### src/hdl/clim_pkg.sv
// Shared types, codes and sizes for the processor load interval matcher.
package clim_pkg;

	// Default sizes
	localparam int NUM_CPUS_DEF      = 8;
	localparam int NUM_INTERVALS_DEF = 8;

	// Request codes
	localparam logic [1:0] REQ_SAMPLE = 2'd0;
	localparam logic [1:0] REQ_TABLE  = 2'd1;
	localparam logic [1:0] REQ_EVAL   = 2'd2;

	// Target and slot codes
	localparam logic [3:0] CODE_AGG = 4'd8;
	localparam logic [3:0] CODE_ANY = 4'd9;
	localparam logic [3:0] CODE_ALL = 4'd10;

	// Register indexes on the configuration port
	localparam logic REG_INTERVAL_COUNT = 1'b0;
	localparam logic REG_COUNTER_FORMAT = 1'b1;

	// Nice scale used when zero is written (3.0 in Q8.8)
	localparam logic [15:0] DEFAULT_SCALE = 16'd768;
	// Saturated load percentage
	localparam logic [6:0]  PCT_FULL      = 7'd100;
	// Quotient bits of the nice divide (32-bit count shifted by 8)
	localparam int          NICE_QW       = 40;

	// One processor slot of counters
	typedef struct packed {
		logic [31:0] cur_user;
		logic [31:0] cur_nice;
		logic [31:0] cur_system;
		logic [31:0] cur_total;
		logic [31:0] cur_delta_total;
		logic [31:0] old_user;
		logic [31:0] old_nice;
		logic [31:0] old_system;
	} slot_rec_t;

	// One interval table entry
	typedef struct packed {
		logic [3:0]  target;
		logic [7:0]  low;
		logic [7:0]  high;
		logic [15:0] scale;
	} tbl_rec_t;

endpackage

### src/hdl/clim_req_if.sv
// Request channel: valid/ready handshake with the request payload.
interface clim_req_if;
	logic        valid;
	logic        ready;
	logic [1:0]  req_type;
	logic [3:0]  slot;
	logic [31:0] user_ticks;
	logic [31:0] nice_ticks;
	logic [31:0] system_ticks;
	logic [31:0] idle_ticks;
	logic [31:0] irq_ticks;
	logic [31:0] softirq_ticks;
	logic [3:0]  interval_target;
	logic [7:0]  interval_low;
	logic [7:0]  interval_high;
	logic [15:0] nice_scale_q8;

	modport source (
		output valid, req_type, slot, user_ticks, nice_ticks, system_ticks, idle_ticks,
		output irq_ticks, softirq_ticks, interval_target, interval_low, interval_high,
		output nice_scale_q8,
		input  ready
	);
	modport sink (
		input  valid, req_type, slot, user_ticks, nice_ticks, system_ticks, idle_ticks,
		input  irq_ticks, softirq_ticks, interval_target, interval_low, interval_high,
		input  nice_scale_q8,
		output ready
	);
endinterface

### src/hdl/clim_rsp_if.sv
// Result channel: valid/ready handshake with the result payload.
interface clim_rsp_if;
	logic       valid;
	logic       ready;
	logic       matched;
	logic [1:0] done_kind;

	modport source (output valid, matched, done_kind, input ready);
	modport sink (input valid, matched, done_kind, output ready);
endinterface

### src/hdl/clim_ram.sv
// Generic single-port-write, single-port-read RAM with registered read data.
module clim_ram #(
	parameter int WIDTH = 8,
	parameter int DEPTH = 8,
	localparam int AW = (DEPTH > 1) ? $clog2(DEPTH) : 1
) (
	input  logic             clk,
	input  logic             we,
	input  logic [AW-1:0]    waddr,
	input  logic [WIDTH-1:0] wdata,
	input  logic             re,
	input  logic [AW-1:0]    raddr,
	output logic [WIDTH-1:0] rdata
);

	logic [WIDTH-1:0] mem [DEPTH];

	// Write port
	always_ff @(posedge clk) begin
		if (we) begin
			mem[waddr] <= wdata;
		end
	end

	// Registered read port
	always_ff @(posedge clk) begin
		if (re) begin
			rdata <= mem[raddr];
		end
	end

endmodule

### src/hdl/cpu_load_interval_matcher.sv
// Top level of the processor load interval matcher: control, datapath and memories.
//
//   channel | direction | transfer when
//   req     | in        | req.valid & req.ready
//   rsp     | out       | rsp.valid & rsp.ready
//   apb     | in        | psel & penable & pwrite (pready always high)
//
// Evaluate: per processor looked at, two 40-step serial divides of the nice counts and,
// unless the load is settled early, a 7-step percentage divide.
// Reset clears the counter slots through per-slot valid bits, no clearing pass.
// A new request is taken while a finished result still waits in the output register.
module cpu_load_interval_matcher
	import clim_pkg::*;
#(
	parameter int NUM_CPUS      = NUM_CPUS_DEF,
	parameter int NUM_INTERVALS = NUM_INTERVALS_DEF
) (
	input  logic        clk,
	input  logic        arst_n,
	clim_req_if.sink    req,
	clim_rsp_if.source  rsp,
	input  logic        psel,
	input  logic        penable,
	input  logic        pwrite,
	input  logic [2:0]  paddr,
	input  logic [31:0] pwdata,
	output logic [31:0] prdata,
	output logic        pready
);

	localparam int SLOTS = NUM_CPUS + 1;
	localparam int CW    = $clog2(SLOTS);
	localparam int TAW   = (NUM_INTERVALS > 1) ? $clog2(NUM_INTERVALS) : 1;
	localparam int KW    = $clog2(NUM_INTERVALS + 1);
	localparam logic [5:0] DIV_LAST = 6'(NICE_QW - 1);

	typedef enum logic [14:0] {
		ST_IDLE   = 15'b000000000000001,
		ST_SMP_RD = 15'b000000000000010,
		ST_SMP_WR = 15'b000000000000100,
		ST_NEXT   = 15'b000000000001000,
		ST_TBL    = 15'b000000000010000,
		ST_SRD    = 15'b000000000100000,
		ST_SLAT   = 15'b000000001000000,
		ST_DCUR   = 15'b000000010000000,
		ST_DOLD   = 15'b000000100000000,
		ST_PREP   = 15'b000001000000000,
		ST_PCMP   = 15'b000010000000000,
		ST_PMUL   = 15'b000100000000000,
		ST_PDIV   = 15'b001000000000000,
		ST_JUDGE  = 15'b010000000000000,
		ST_DONE   = 15'b100000000000000
	} state_t;

	state_t           state_q;
	logic [3:0]       icount_q;
	logic             cfmt_q;
	logic [SLOTS-1:0] vld_q;
	logic             out_vld_q;
	logic             out_match_q;
	logic [1:0]       out_kind_q;

	logic [1:0]       req_q;
	logic             match_q;
	logic [CW-1:0]    c_q;
	logic [KW-1:0]    k_q;
	logic [31:0]      smp_user_q, smp_nice_q, smp_sys_q, smp_tot_q;
	logic [3:0]       tgt_q;
	logic [7:0]       lo_q, hi_q;
	logic [15:0]      scale_q;
	slot_rec_t        ent_q;
	logic [15:0]      drem_q;
	logic [NICE_QW-1:0] dnum_q, qcur_q, qold_q;
	logic [5:0]       dcnt_q;
	logic [NICE_QW:0] now_q, bef_q;
	logic [31:0]      dlt_q;
	logic [38:0]      prem_q;
	logic [37:0]      pdiv_q;
	logic [2:0]       pcnt_q;
	logic [6:0]       pct_q;

	logic             in_fire, out_free;
	logic             smp_ok;
	logic [CW-1:0]    smp_idx;
	logic             tbl_we;
	tbl_rec_t         tbl_wdata, tbl_rdata;
	logic [$bits(slot_rec_t)-1:0] slot_rdata;
	slot_rec_t        slot_ent, smp_new;
	logic             eval_end, tgt_ok;
	logic [16:0]      dtrial;
	logic             dge;
	logic [15:0]      drem_nx;
	logic [NICE_QW-1:0] dnum_nx;
	logic             pge;
	logic [38:0]      prem_nx;
	logic [NICE_QW:0] dsub;
	logic             pct_early;
	logic             pin, c_last, judge_hit, judge_cont;
	logic             cfg_we;

	// Handshakes
	assign req.ready     = (state_q == ST_IDLE);
	assign in_fire       = req.valid & req.ready;
	assign out_free      = !out_vld_q || rsp.ready;
	assign rsp.valid     = out_vld_q;
	assign rsp.matched   = out_match_q;
	assign rsp.done_kind = out_kind_q;

	// Configuration port
	assign pready = 1'b1;
	assign cfg_we = psel & penable & pwrite;
	always_comb begin
		unique case (paddr[2])
			REG_INTERVAL_COUNT: prdata = {28'd0, icount_q};
			REG_COUNTER_FORMAT: prdata = {31'd0, cfmt_q};
			default:            prdata = '0;
		endcase
	end

	// Sample slot decode
	always_comb begin
		smp_ok  = 1'b0;
		smp_idx = '0;
		if (req.slot == CODE_AGG) begin
			smp_ok  = 1'b1;
			smp_idx = CW'(NUM_CPUS);
		end else if (req.slot < CODE_AGG && 32'(req.slot) < NUM_CPUS) begin
			smp_ok  = 1'b1;
			smp_idx = CW'(req.slot);
		end
	end

	// Interval table write straight from the accepted request
	assign tbl_we = in_fire && req.req_type == REQ_TABLE && 32'(req.slot) < NUM_INTERVALS;
	always_comb begin
		tbl_wdata.target = req.interval_target;
		tbl_wdata.low    = req.interval_low;
		tbl_wdata.high   = req.interval_high;
		tbl_wdata.scale  = (req.nice_scale_q8 == 16'd0) ? DEFAULT_SCALE : req.nice_scale_q8;
	end

	clim_ram #(.WIDTH($bits(tbl_rec_t)), .DEPTH(NUM_INTERVALS)) u_tbl_ram (
		.clk   (clk),
		.we    (tbl_we),
		.waddr (TAW'(req.slot)),
		.wdata (tbl_wdata),
		.re    (state_q == ST_NEXT),
		.raddr (TAW'(k_q)),
		.rdata (tbl_rdata)
	);

	// Slot read masked by its valid bit; new slot contents for a sample
	assign slot_ent = vld_q[c_q] ? slot_rec_t'(slot_rdata) : '0;
	always_comb begin
		smp_new.old_user        = slot_ent.cur_user;
		smp_new.old_nice        = slot_ent.cur_nice;
		smp_new.old_system      = slot_ent.cur_system;
		smp_new.cur_delta_total = smp_tot_q - slot_ent.cur_total;
		smp_new.cur_total       = smp_tot_q;
		smp_new.cur_user        = smp_user_q;
		smp_new.cur_nice        = smp_nice_q;
		smp_new.cur_system      = smp_sys_q;
	end

	clim_ram #(.WIDTH($bits(slot_rec_t)), .DEPTH(SLOTS)) u_slot_ram (
		.clk   (clk),
		.we    (state_q == ST_SMP_WR),
		.waddr (c_q),
		.wdata (smp_new),
		.re    (state_q == ST_SMP_RD || state_q == ST_SRD),
		.raddr (c_q),
		.rdata (slot_rdata)
	);

	// Interval walk control
	assign eval_end = 32'(k_q) >= 32'(icount_q) || 32'(k_q) >= NUM_INTERVALS;
	assign tgt_ok   = tbl_rdata.target == CODE_ANY || tbl_rdata.target == CODE_ALL ||
	                  tbl_rdata.target == CODE_AGG ||
	                  (tbl_rdata.target < CODE_AGG && 32'(tbl_rdata.target) < NUM_CPUS);

	// Nice divide step: restoring, one quotient bit per cycle
	assign dtrial  = {drem_q, dnum_q[NICE_QW-1]};
	assign dge     = dtrial >= {1'b0, scale_q};
	assign drem_nx = dge ? 16'(dtrial - {1'b0, scale_q}) : dtrial[15:0];
	assign dnum_nx = {dnum_q[NICE_QW-2:0], dge};

	// Percentage divide step: quotient is at most 100, so seven bits
	assign pge     = prem_q >= {1'b0, pdiv_q};
	assign prem_nx = pge ? prem_q - {1'b0, pdiv_q} : prem_q;

	// Load delta checks
	assign dsub      = now_q - bef_q;
	assign pct_early = ent_q.cur_delta_total == 32'd0 || now_q < bef_q ||
	                   dsub > (NICE_QW+1)'(ent_q.cur_delta_total);

	// Interval judgment
	assign pin        = {1'b0, pct_q} >= lo_q && {1'b0, pct_q} <= hi_q;
	assign c_last     = 32'(c_q) == NUM_CPUS - 1;
	assign judge_hit  = (tgt_q == CODE_ALL) ? (pin && c_last) : pin;
	assign judge_cont = (tgt_q == CODE_ANY) ? (!pin && !c_last) :
	                    (tgt_q == CODE_ALL) ? (pin && !c_last) : 1'b0;

	// Control state
	always_ff @(posedge clk or negedge arst_n) begin
		if (!arst_n) begin
			state_q   <= ST_IDLE;
			icount_q  <= 4'd0;
			cfmt_q    <= 1'b1;
			vld_q     <= '0;
			out_vld_q <= 1'b0;
		end else begin
			if (cfg_we) begin
				unique case (paddr[2])
					REG_INTERVAL_COUNT: icount_q <= pwdata[3:0];
					REG_COUNTER_FORMAT: cfmt_q   <= pwdata[0];
					default: ;
				endcase
			end

			if (state_q == ST_DONE && out_free) begin
				out_vld_q <= 1'b1;
			end else if (rsp.ready) begin
				out_vld_q <= 1'b0;
			end

			unique case (state_q)
				ST_IDLE: begin
					if (in_fire) begin
						case (req.req_type)
							REQ_SAMPLE: state_q <= smp_ok ? ST_SMP_RD : ST_DONE;
							REQ_EVAL:   state_q <= ST_NEXT;
							default:    state_q <= ST_DONE;
						endcase
					end
				end
				ST_SMP_RD: state_q <= ST_SMP_WR;
				ST_SMP_WR: begin
					vld_q[c_q] <= 1'b1;
					state_q    <= ST_DONE;
				end
				ST_NEXT:  state_q <= eval_end ? ST_DONE : ST_TBL;
				ST_TBL:   state_q <= tgt_ok ? ST_SRD : ST_NEXT;
				ST_SRD:   state_q <= ST_SLAT;
				ST_SLAT:  state_q <= ST_DCUR;
				ST_DCUR:  if (dcnt_q == DIV_LAST) state_q <= ST_DOLD;
				ST_DOLD:  if (dcnt_q == DIV_LAST) state_q <= ST_PREP;
				ST_PREP:  state_q <= ST_PCMP;
				ST_PCMP:  state_q <= pct_early ? ST_JUDGE : ST_PMUL;
				ST_PMUL:  state_q <= ST_PDIV;
				ST_PDIV:  if (pcnt_q == 3'd0) state_q <= ST_JUDGE;
				ST_JUDGE: begin
					if (judge_hit) begin
						state_q <= ST_DONE;
					end else if (judge_cont) begin
						state_q <= ST_SRD;
					end else begin
						state_q <= ST_NEXT;
					end
				end
				ST_DONE:  if (out_free) state_q <= ST_IDLE;
				default:  state_q <= ST_IDLE;
			endcase
		end
	end

	// Datapath registers
	always_ff @(posedge clk) begin
		case (state_q)
			ST_IDLE: begin
				if (in_fire) begin
					req_q      <= req.req_type;
					match_q    <= 1'b0;
					k_q        <= '0;
					c_q        <= smp_idx;
					smp_user_q <= req.user_ticks;
					smp_nice_q <= req.nice_ticks;
					smp_sys_q  <= cfmt_q ?
					              req.system_ticks + req.irq_ticks + req.softirq_ticks :
					              req.system_ticks;
					smp_tot_q  <= req.user_ticks + req.nice_ticks + req.system_ticks +
					              req.idle_ticks;
				end
			end
			ST_TBL: begin
				tgt_q   <= tbl_rdata.target;
				lo_q    <= tbl_rdata.low;
				hi_q    <= tbl_rdata.high;
				scale_q <= tbl_rdata.scale;
				if (tbl_rdata.target == CODE_ANY || tbl_rdata.target == CODE_ALL) begin
					c_q <= '0;
				end else if (tbl_rdata.target == CODE_AGG) begin
					c_q <= CW'(NUM_CPUS);
				end else begin
					c_q <= CW'(tbl_rdata.target);
				end
				if (!tgt_ok) begin
					k_q <= k_q + 1'b1;
				end
			end
			ST_SLAT: begin
				ent_q  <= slot_ent;
				drem_q <= '0;
				dnum_q <= {slot_ent.cur_nice, 8'd0};
				dcnt_q <= '0;
			end
			ST_DCUR: begin
				drem_q <= drem_nx;
				dnum_q <= dnum_nx;
				dcnt_q <= dcnt_q + 1'b1;
				if (dcnt_q == DIV_LAST) begin
					qcur_q <= dnum_nx;
					drem_q <= '0;
					dnum_q <= {ent_q.old_nice, 8'd0};
					dcnt_q <= '0;
				end
			end
			ST_DOLD: begin
				drem_q <= drem_nx;
				dnum_q <= dnum_nx;
				dcnt_q <= dcnt_q + 1'b1;
				if (dcnt_q == DIV_LAST) begin
					qold_q <= dnum_nx;
				end
			end
			ST_PREP: begin
				now_q <= (NICE_QW+1)'(ent_q.cur_user) + (NICE_QW+1)'(qcur_q) +
				         (NICE_QW+1)'(ent_q.cur_system);
				bef_q <= (NICE_QW+1)'(ent_q.old_user) + (NICE_QW+1)'(qold_q) +
				         (NICE_QW+1)'(ent_q.old_system);
			end
			ST_PCMP: begin
				dlt_q <= dsub[31:0];
				if (pct_early) begin
					pct_q <= PCT_FULL;
				end
			end
			ST_PMUL: begin
				prem_q <= {7'd0, dlt_q} * 39'd100;
				pdiv_q <= {ent_q.cur_delta_total, 6'd0};
				pcnt_q <= 3'd6;
				pct_q  <= '0;
			end
			ST_PDIV: begin
				prem_q <= prem_nx;
				pdiv_q <= pdiv_q >> 1;
				pct_q  <= {pct_q[5:0], pge};
				pcnt_q <= pcnt_q - 1'b1;
			end
			ST_JUDGE: begin
				if (judge_hit) begin
					match_q <= 1'b1;
				end else if (judge_cont) begin
					c_q <= c_q + 1'b1;
				end else begin
					k_q <= k_q + 1'b1;
				end
			end
			ST_DONE: begin
				if (out_free) begin
					out_match_q <= match_q;
					out_kind_q  <= req_q;
				end
			end
			default: ;
		endcase
	end

	// The percentage handed to the judgment never exceeds full load
	a_pct_range: assert property (@(posedge clk) disable iff (!arst_n)
		state_q == ST_JUDGE |-> pct_q <= PCT_FULL)
		else $error("load percentage above 100");

	// Only the sample write step touches the counter slots
	a_slot_wr: assert property (@(posedge clk) disable iff (!arst_n)
		vld_q != $past(vld_q) |-> $past(state_q) == ST_SMP_WR)
		else $error("slot marked valid outside a sample");

	// A finished request with a free output register shows a result next cycle
	a_done_out: assert property (@(posedge clk) disable iff (!arst_n)
		(state_q == ST_DONE && !out_vld_q) |=> (out_vld_q && state_q == ST_IDLE))
		else $error("result not presented after completion");

	// Only an evaluate can report a match
	a_match_kind: assert property (@(posedge clk) disable iff (!arst_n)
		(out_vld_q && out_match_q) |-> out_kind_q == REQ_EVAL)
		else $error("match reported for a non-evaluate request");

endmodule
### src/flat_wrapper.sv
// flat-port wrapper written by rule: the top's interface ports become plain ports
module cpu_load_interval_matcher_flat import clim_pkg::*;
#(
	parameter int NUM_CPUS      = NUM_CPUS_DEF,
	parameter int NUM_INTERVALS = NUM_INTERVALS_DEF
)
  (clk, arst_n, psel, penable, pwrite, paddr, pwdata, prdata, pready, req_valid, req_req_type, req_slot, req_user_ticks, req_nice_ticks, req_system_ticks, req_idle_ticks, req_irq_ticks, req_softirq_ticks, req_interval_target, req_interval_low, req_interval_high, req_nice_scale_q8, req_ready, rsp_valid, rsp_matched, rsp_done_kind, rsp_ready);
  clim_req_if req_i ();
  clim_rsp_if rsp_i ();
  input  logic clk;
  input  logic arst_n;
  input  logic psel;
  input  logic penable;
  input  logic pwrite;
  input  logic [2:0] paddr;
  input  logic [31:0] pwdata;
  output logic [31:0] prdata;
  output logic pready;
  input wire logic [$bits(req_i.valid)-1:0] req_valid;
  input wire logic [$bits(req_i.req_type)-1:0] req_req_type;
  input wire logic [$bits(req_i.slot)-1:0] req_slot;
  input wire logic [$bits(req_i.user_ticks)-1:0] req_user_ticks;
  input wire logic [$bits(req_i.nice_ticks)-1:0] req_nice_ticks;
  input wire logic [$bits(req_i.system_ticks)-1:0] req_system_ticks;
  input wire logic [$bits(req_i.idle_ticks)-1:0] req_idle_ticks;
  input wire logic [$bits(req_i.irq_ticks)-1:0] req_irq_ticks;
  input wire logic [$bits(req_i.softirq_ticks)-1:0] req_softirq_ticks;
  input wire logic [$bits(req_i.interval_target)-1:0] req_interval_target;
  input wire logic [$bits(req_i.interval_low)-1:0] req_interval_low;
  input wire logic [$bits(req_i.interval_high)-1:0] req_interval_high;
  input wire logic [$bits(req_i.nice_scale_q8)-1:0] req_nice_scale_q8;
  output wire logic [$bits(req_i.ready)-1:0] req_ready;
  output wire logic [$bits(rsp_i.valid)-1:0] rsp_valid;
  output wire logic [$bits(rsp_i.matched)-1:0] rsp_matched;
  output wire logic [$bits(rsp_i.done_kind)-1:0] rsp_done_kind;
  input wire logic [$bits(rsp_i.ready)-1:0] rsp_ready;
  assign req_i.valid = req_valid;
  assign req_i.req_type = req_req_type;
  assign req_i.slot = req_slot;
  assign req_i.user_ticks = req_user_ticks;
  assign req_i.nice_ticks = req_nice_ticks;
  assign req_i.system_ticks = req_system_ticks;
  assign req_i.idle_ticks = req_idle_ticks;
  assign req_i.irq_ticks = req_irq_ticks;
  assign req_i.softirq_ticks = req_softirq_ticks;
  assign req_i.interval_target = req_interval_target;
  assign req_i.interval_low = req_interval_low;
  assign req_i.interval_high = req_interval_high;
  assign req_i.nice_scale_q8 = req_nice_scale_q8;
  assign req_ready = req_i.ready;
  assign rsp_valid = rsp_i.valid;
  assign rsp_matched = rsp_i.matched;
  assign rsp_done_kind = rsp_i.done_kind;
  assign rsp_i.ready = rsp_ready;
  cpu_load_interval_matcher #(.NUM_CPUS(NUM_CPUS), .NUM_INTERVALS(NUM_INTERVALS)) u_core (.clk(clk), .arst_n(arst_n), .req(req_i), .rsp(rsp_i), .psel(psel), .penable(penable), .pwrite(pwrite), .paddr(paddr), .pwdata(pwdata), .prdata(prdata), .pready(pready));
endmodule
### config.mk
export PLATFORM = sky130hd
export DESIGN_NAME = cpu_load_interval_matcher_flat
export DESIGN_NICKNAME = d
export VERILOG_FILES = /design/src/hdl/clim_pkg.sv /design/src/hdl/clim_req_if.sv /design/src/hdl/clim_rsp_if.sv /design/src/hdl/clim_ram.sv /design/src/hdl/cpu_load_interval_matcher.sv /design/src/flat_wrapper.sv
export SDC_FILE = /design/constraint.sdc
export NUM_CORES = 2
export LEC_CHECK = 0
export ABC_AREA = 1
export CAP_MARGIN = 10
export CORE_MARGIN = 5
export CORE_UTILIZATION = 50
export CTS_CLUSTER_DIAMETER = 200
export DETAILED_ROUTE_END_ITERATION = 8
export DONT_BUFFER_PORTS = 1
export MAX_ROUTING_LAYER = met4
export PLACE_DENSITY_LB_ADDON = 0.15
export SLEW_MARGIN = 25
export SYNTH_ARGS = -nofsm -noshare
export SYNTH_HDL_FRONTEND = slang
export SYNTH_SLANG_ARGS = --single-unit
### constraint.sdc
create_clock -name clk -period 14.67 [get_ports clk]
set_clock_uncertainty 0.15 [all_clocks]
set_input_delay 1.467 -clock clk [delete_from_list [all_inputs] [get_ports clk]]
set_output_delay 1.467 -clock clk [all_outputs]
set_load 0.02 [all_outputs]
# Yosys cells after proc, flatten, opt, wreduce, memory -nomap -nowiden

Memories as Yosys holds them, arrays and structs flattened. A register that Yosys moved wholly into a read port is not among the register bits.
Cells that the tools add are included.

$add $sub $neg: 17
Multiply operators: 1
$lt $le $gt $ge: 14
Equality and inequality tests: 37
Multiplexer cells: 61
Bitwise gates (word level): 5
Reduce and logical (&&, ||, !) cells: 43

Operators by type and width:

| operator                                            | number |
|---|---|
| 2-to-1 mux 256 bit                                  | 1 |
| one-hot mux 15 bit (15 select lines)                | 1 |
| adder 32 bit                                        | 5 |
| 2-to-1 mux 15 bit                                   | 8 |
| one-hot mux 40 bit (3 select lines)                 | 1 |
| adder 32 x 40 -> 41 bit                             | 2 |
| adder 41 x 32 -> 41 bit                             | 2 |
| one-hot mux 39 bit (2 select lines)                 | 1 |
| one-hot mux 38 bit (2 select lines)                 | 1 |
| one-hot mux 32 bit (2 select lines)                 | 1 |
| 2-to-1 mux 16 bit                                   | 3 |
| one-hot mux 16 bit (3 select lines)                 | 1 |
| 2-to-1 mux 4 bit                                    | 11 |
| greater-than comparator 41 x 32 -> 1 bit            | 1 |
| < comparator 41 bit                                 | 1 |
| subtractor 41 bit                                   | 1 |
| 2-to-1 mux 40 bit                                   | 1 |
| >= comparator 39 x 38 -> 1 bit                      | 1 |
| 2-to-1 mux 39 bit                                   | 1 |
| subtractor 39 x 38 -> 39 bit                        | 1 |
| multiplier 32 x 5 -> 37 bit (second input constant) | 1 |
| logical NOT 32 bit                                  | 1 |
| 2-to-1 mux 32 bit                                   | 1 |
| subtractor 32 bit                                   | 1 |
| 61 further kinds                                    | 129 |

Register bits after elaboration: 743
Bits in writable memories: 2592
Input bits: 276
Output and inout port bits: 38
Logic and storage cells: 217
Memories kept: 2

Memory list:

| memory                | depth | bits a word | rd ports | clocked after memory_dff | write ports | line           | RTL |
|---|---|---|---|---|---|---|---|
| u_core.u_slot_ram.mem | 9     | 256         | 1        | 1                        | 1           | clim_ram.sv:16 | `logic [WIDTH-1:0] mem [DEPTH];` |
| u_core.u_tbl_ram.mem  | 8     | 36          | 1        | 1                        | 1           | clim_ram.sv:16 |  |

# Logic depth before layout (Yosys ltp)

Depth in word-level cells: 8
Gate-level depth with buffers: 29
Mapped depth without buffers: 29

# Cells and area by module

Synthesis repeated with hierarchy kept, for this count alone.

Cell total of the unflattened synthesis: 15355
Area, all modules: 166058.0 um2

Modules (own cells, without submodules):

| module                        | instances | cells an instance | area an instance (um2) | seq. area each (um2) |
|---|---|---|---|---|
| clim_ram at u_core.u_slot_ram | 1         | 8576              | 101747.6               | 76873.7 |
| cpu_load_interval_matcher     | 1         | 5482              | 50668.6                | 22163.8 |
| clim_ram at u_core.u_tbl_ram  | 1         | 1297              | 13641.8                | 9729.3 |

# Worst setup path after synthesis

No wires, ideal clock.

Path type: register to register
Start point: register u_core.c_q[0]
End point: register u_core.vld_q[0]
Setup time: 0.135 ns
Arrival time: 13.209 ns
Required time: 14.385 ns
Setup slack: 1.176 ns
Stages on the path, launching flop included: 11
Buffers on the path: 5
Period minus slack after synthesis: 13.494 ns
Cell sequence: edfxtp_1 buf_2 buf_2 inv_2 buf_2 buf_2 buf_2 ha_1 nand2_1 nor2_1 or2_2

Cells in the longest elaborated chain, start to end: 5
Elaborated cells between the ends (all ways): 6
Those cells by class: order compare: 2; mux: 2; bitwise: 1; reduce/logical: 1

RTL lines:

| what                                                                                                     | line                             | RTL |
|---|---|---|
| start, declared                                                                                          | cpu_load_interval_matcher.sv:65  | `logic [CW-1:0] c_q;` |
| start signal, assigned                                                                                   | cpu_load_interval_matcher.sv:274 | `c_q <= smp_idx;` |
| start signal, assigned                                                                                   | cpu_load_interval_matcher.sv:292 | `c_q <= CW'(NUM_CPUS);` |
| start signal, assigned                                                                                   | cpu_load_interval_matcher.sv:294 | `c_q <= CW'(tbl_rdata.target);` |
| < comparator 4 x 5 -> 1 bit (implied by the code) / >= comparator 4 x 1 -> 1 bit (equally long branches) | cpu_load_interval_matcher.sv:238 | `vld_q[c_q] <= 1'b1;` |
| logical AND 1 bit (implied by the code)                                                                  | cpu_load_interval_matcher.sv:238 |  |
| 2-to-1 mux 1 bit (implied by the code)                                                                   | cpu_load_interval_matcher.sv:238 |  |
| demux 1 bit (select 4 bit) (*)                                                                           | --                               |  |
| bitwise OR 9 bit (no line) (*)                                                                           | --                               |  |
| end signal, assigned                                                                                     | cpu_load_interval_matcher.sv:209 | `vld_q <= '0;` |
| end signal, assigned by index                                                                            | cpu_load_interval_matcher.sv:238 |  |
| end, declared                                                                                            | cpu_load_interval_matcher.sv:58  | `logic [SLOTS-1:0] vld_q;` |

Mark *: on every way between the ends. The rest lies on a longest branch, timed or not.
A chain may end at the register's enable or synchronous reset.

==> summary.md <==
| Metric | Value |
|---|---|
| Yosys Warn Count | `0` |
| Flops & latches, synth | `3627` |
| Mean area per synthesized cell | `12.2 µm²` |
| First-pass GRT wire length | `649000 µm` |
| Vias | `101000` |
| CP Data Required Time | `15.07 ns` |
| Clock latency on the worst-skew pair | `0.93 ns` |
| CP max stage cell | `xnor2_1` |
| Slew Viols, Final | `0` |
| Final setup viols | `0` |
| CP max FO | `98` |
| Total Wirelength | `447000 µm` |
| Post-cts hold buffer count | `0` |
| Io pins | `314` |
| Number of cell rows | `206` |
| Die W | `572 µm` |
| Ys async rst share | `0.00827` |
| CTS tree | `done` |
| Fin crit share | `0.449` |
| DP Wirelength | `280000 µm` |
| Fmax achieved | `0.152 GHz` |
| Vias in the first global route | `97700` |
| # port buffers | `0` |
| Slew margin rel. | `0.163` |
| Pwr Density | `155 nW/µm²` |
| Post-cts resize count | `0` |
| Final Hold Vio Count | `0` |
| Storage cell area | `109000 µm²` |
| Static leakage | `62.2 nW` |
| Area of the mapped netlist | `158000 µm²` |
| Setup TNS Final | `0 ns` |
| Post-DR wirelength/cell | `25.6 µm` |
| Cell mode on critical path | `nand2_1` |
| Syn-to-layout area delta | `10.3%` |
| Ratio of cells with drive above 1 in the final layout | `0.0632` |
| Status | `complete, no violations` |
| Clock transition at the registers of the reported paths | `0.06 ns` |
| DRC | `0` |
| Minimum clock period | `6.59 ns` |
| Startpoint Class | `register` |
| Critical path, cell by cell | `buf_12 > nor2_4 > inv_2 > o22ai_1 > a21oi_1 > o21ai_1 > nand2_8 > inv_2 > nand2_1 > ha_1 > nand2_1 > o21ai_2 > nand2_1 > nand3_2 > nand2_1 > nand2_1 > nand2_1 > nand2_1 > nand2_1 > nand2_1 > inv_1 > o21ai_2 > a21oi_1 > xnor2_1` |
| Tot GR Track Use | `0.275` |
| 1st-iter DRT viols | `11000` |
| Core footprint | `315000 µm²` |
| CP arrival | `6.99 ns` |
| TritonCTS buffer count | `369` |
| Clk Tree Root Cell | `clkbuf_16` |
| ANT nets after route | `0` |
| Maxcap violations | `0` |
| Critical path endpoint category | `register` |
| Routed vias/inst | `5.81` |
| 1st-pass router iterations | `7` |
| Clk buf depth | `4` |
| EDFF count, synth | `3597` |
| Top_reg_cell synth | `edfxtp_1` |
| # fillers | `25900` |
| Hold Path Class | `in -> async` |
| Max VDD drop | `0.000116 V` |
| Initial antenna violation count | `39` |
| Cell variety after synth | `68` |
| Final Power | `27.0 mW` |
| Number of setup buffers added after CTS | `0` |
| Initial Util | `0.502` |
| Kind of critical path | `reg -> reg` |
| R2R depth | `24` |
| RSZ-0062 raised after global routing | `false` |
| Total grt overflow | `0` |
| Actual slew at the worst max-slew pin | `1.26 ns` |
| Cells after synthesis | `13000` |
| CP peak stage delay | `0.86 ns` |
| Die height | `572 µm` |
| Sequential share of the synthesized area | `0.688` |
| Die area | `328000 µm²` |
| Area of the multi-input gates | `43300 µm²` |
| TritonCTS Sinks | `3627` |
| H-tree levels | `5` |
| Largest net degree at the start of global routing | `189` |
| RePlAce Congestion | `0.993` |
| Nets@finish | `13900` |
==> logic make-up (layout without fill, tap and decap cells) <==
logic type,count (synthesis),in the layout,synth area share
fa+ha+maj,601,601,0.0566
buf+inv,1602,1835,0.0398
xor+xnor,228,228,0.0126
other cells,2,71,0.0000475
simple gates,4265,4265,0.109
compound gates,2686,2686,0.0944
flops,3627,3627,0.688
==> placed cells by master (no fill, tap or decap), drive strengths merged, types with 4 or more instances in the layout <==
cell and count:
o21ai 1471, nand3 395, a21boi 20, o2111ai 6, nor3 59, o31ai 4, o21a 20, a31oi 91
nand2 1792, and3 4, clkbuf 461, conb 29, a22oi 32, nand4 47, a221oi 6, o221ai 6
a211oi 10, a21oi 391, xnor2 98, inv 1022, bufinv 30, o211ai 21, xor2 130, o22ai 552
or2 26, edfxtp 3597, a21o 18, nor2 1899, nor4 32, nor3b 5, dfrtp 28, buf 150
diode 42, o21bai 33, clkinv 161, nand3b 5, fa 191, clkinvlp 11, ha 410
==> where the power goes <==
part	switching (mW)	leakage [nW]	internal, mW
Combinational	3.72	23.5	1.27
Sequential	0.368	33.0	12.5
Clock	3.91	5.72	5.24
Total	8.00	62.2	19.0
==> worst max-delay path, delay by kind of cell (launching register included) <==
kind | cells | cell delay [ns]
compound gates | 6 | 1.04
flops | 1 | 0.42
simple gates | 12 | 2.06
buf+inv | 4 | 1.24
fa+ha+maj | 1 | 0.38
xor+xnor | 1 | 0.86
==> routing by layer <==
metal	track usage	wire length, µm	up-vias
li1	-	-	46000
met3	0.0368	35200	696
met5	-	0	-
met4	0.0922	16400	0
met1	0.388	190000	50500
met2	0.419	206000	4289
==> synth_stat cells, drive strengths merged, types with 18 or more instances <==
cell type  count  share of area
edfxtp      3597           0.68
nor2        1899          0.046
nand2       1792          0.043
o21ai       1471          0.047
inv         1012          0.024
o22ai        552          0.022
clkbuf       441          0.010
ha           410          0.032
nand3        395          0.013
a21oi        391          0.013
fa           191          0.024
buf          145         0.0051
xor2         130         0.0072
xnor2         98         0.0054
a31oi         91         0.0036
nor3          59         0.0021
nand4         47         0.0019
o21bai        33         0.0016
a22oi         32         0.0015
nor4          32         0.0015
dfrtp         28         0.0044
or2           26         0.0010
o211ai        21         0.0011
a21boi        20         0.0010
o21a          20        0.00095
a21o          18        0.00085
==> stage by stage <==
step	setup WS [ns]	hold WS [ns]	instance area, µm²	cells	util
CTS	8.20	0.00681	174000	17400	0.553
finish	8.08	0.0950	174000	17500	0.553
global placement	8.27	0.251	162000	16800	0.516
global route	7.79	0.0356	174000	17500	0.553
floorplan	1.18	0.250	158000	13000	-
detailed placement	8.24	0.255	162000	16800	0.516
==> final cells by class <==
cell class | count | share of cell area
inverter | 1016 | 0.0220
antenna | 42 | 0.000603
tap | 4160 | 0.0299
clock buffer | 461 | 0.0557
timing repair buffer | 150 | 0.00767
multi-input combinational | 7809 | 0.248
sequential | 3627 | 0.624
clock inverter | 208 | 0.0118
==> sequential cells by signal (all words and copies together), names as in the netlist, 39 cells and up <==
name                     cells
u_core.u_slot_ram.mem     2304
u_core.bef_q                41
u_core.u_slot_ram.rdata    256
u_core.qold_q               40
u_core.u_tbl_ram.mem       288
u_core.prem_q               39
u_core.ent_q               192
u_core.now_q                41
u_core.dnum_q               40
u_core.qcur_q               40
==> path summary, 6_finish.rpt <==
| check | from | end | slack, ns |
|---|---|---|---|
| min reg2reg | u_core.u_tbl_ram.rdata[22] | u_core.hi_q[6] | 0.27 |
| min in group clk | u_core.u_tbl_ram.rdata[22] | u_core.hi_q[6] | 0.27 |
| max reg2reg | u_core.c_q[3] | u_core.u_slot_ram.mem[2][114] | 8.08 |
| min | arst_n | u_core.icount_q[1] | 0.09 |
| max | u_core.c_q[3] | u_core.u_slot_ram.mem[2][114] | 8.08 |
| max in group asynchronous | arst_n | u_core.state_q[0] | 14.09 |
(Power assumes the default switching activity.)
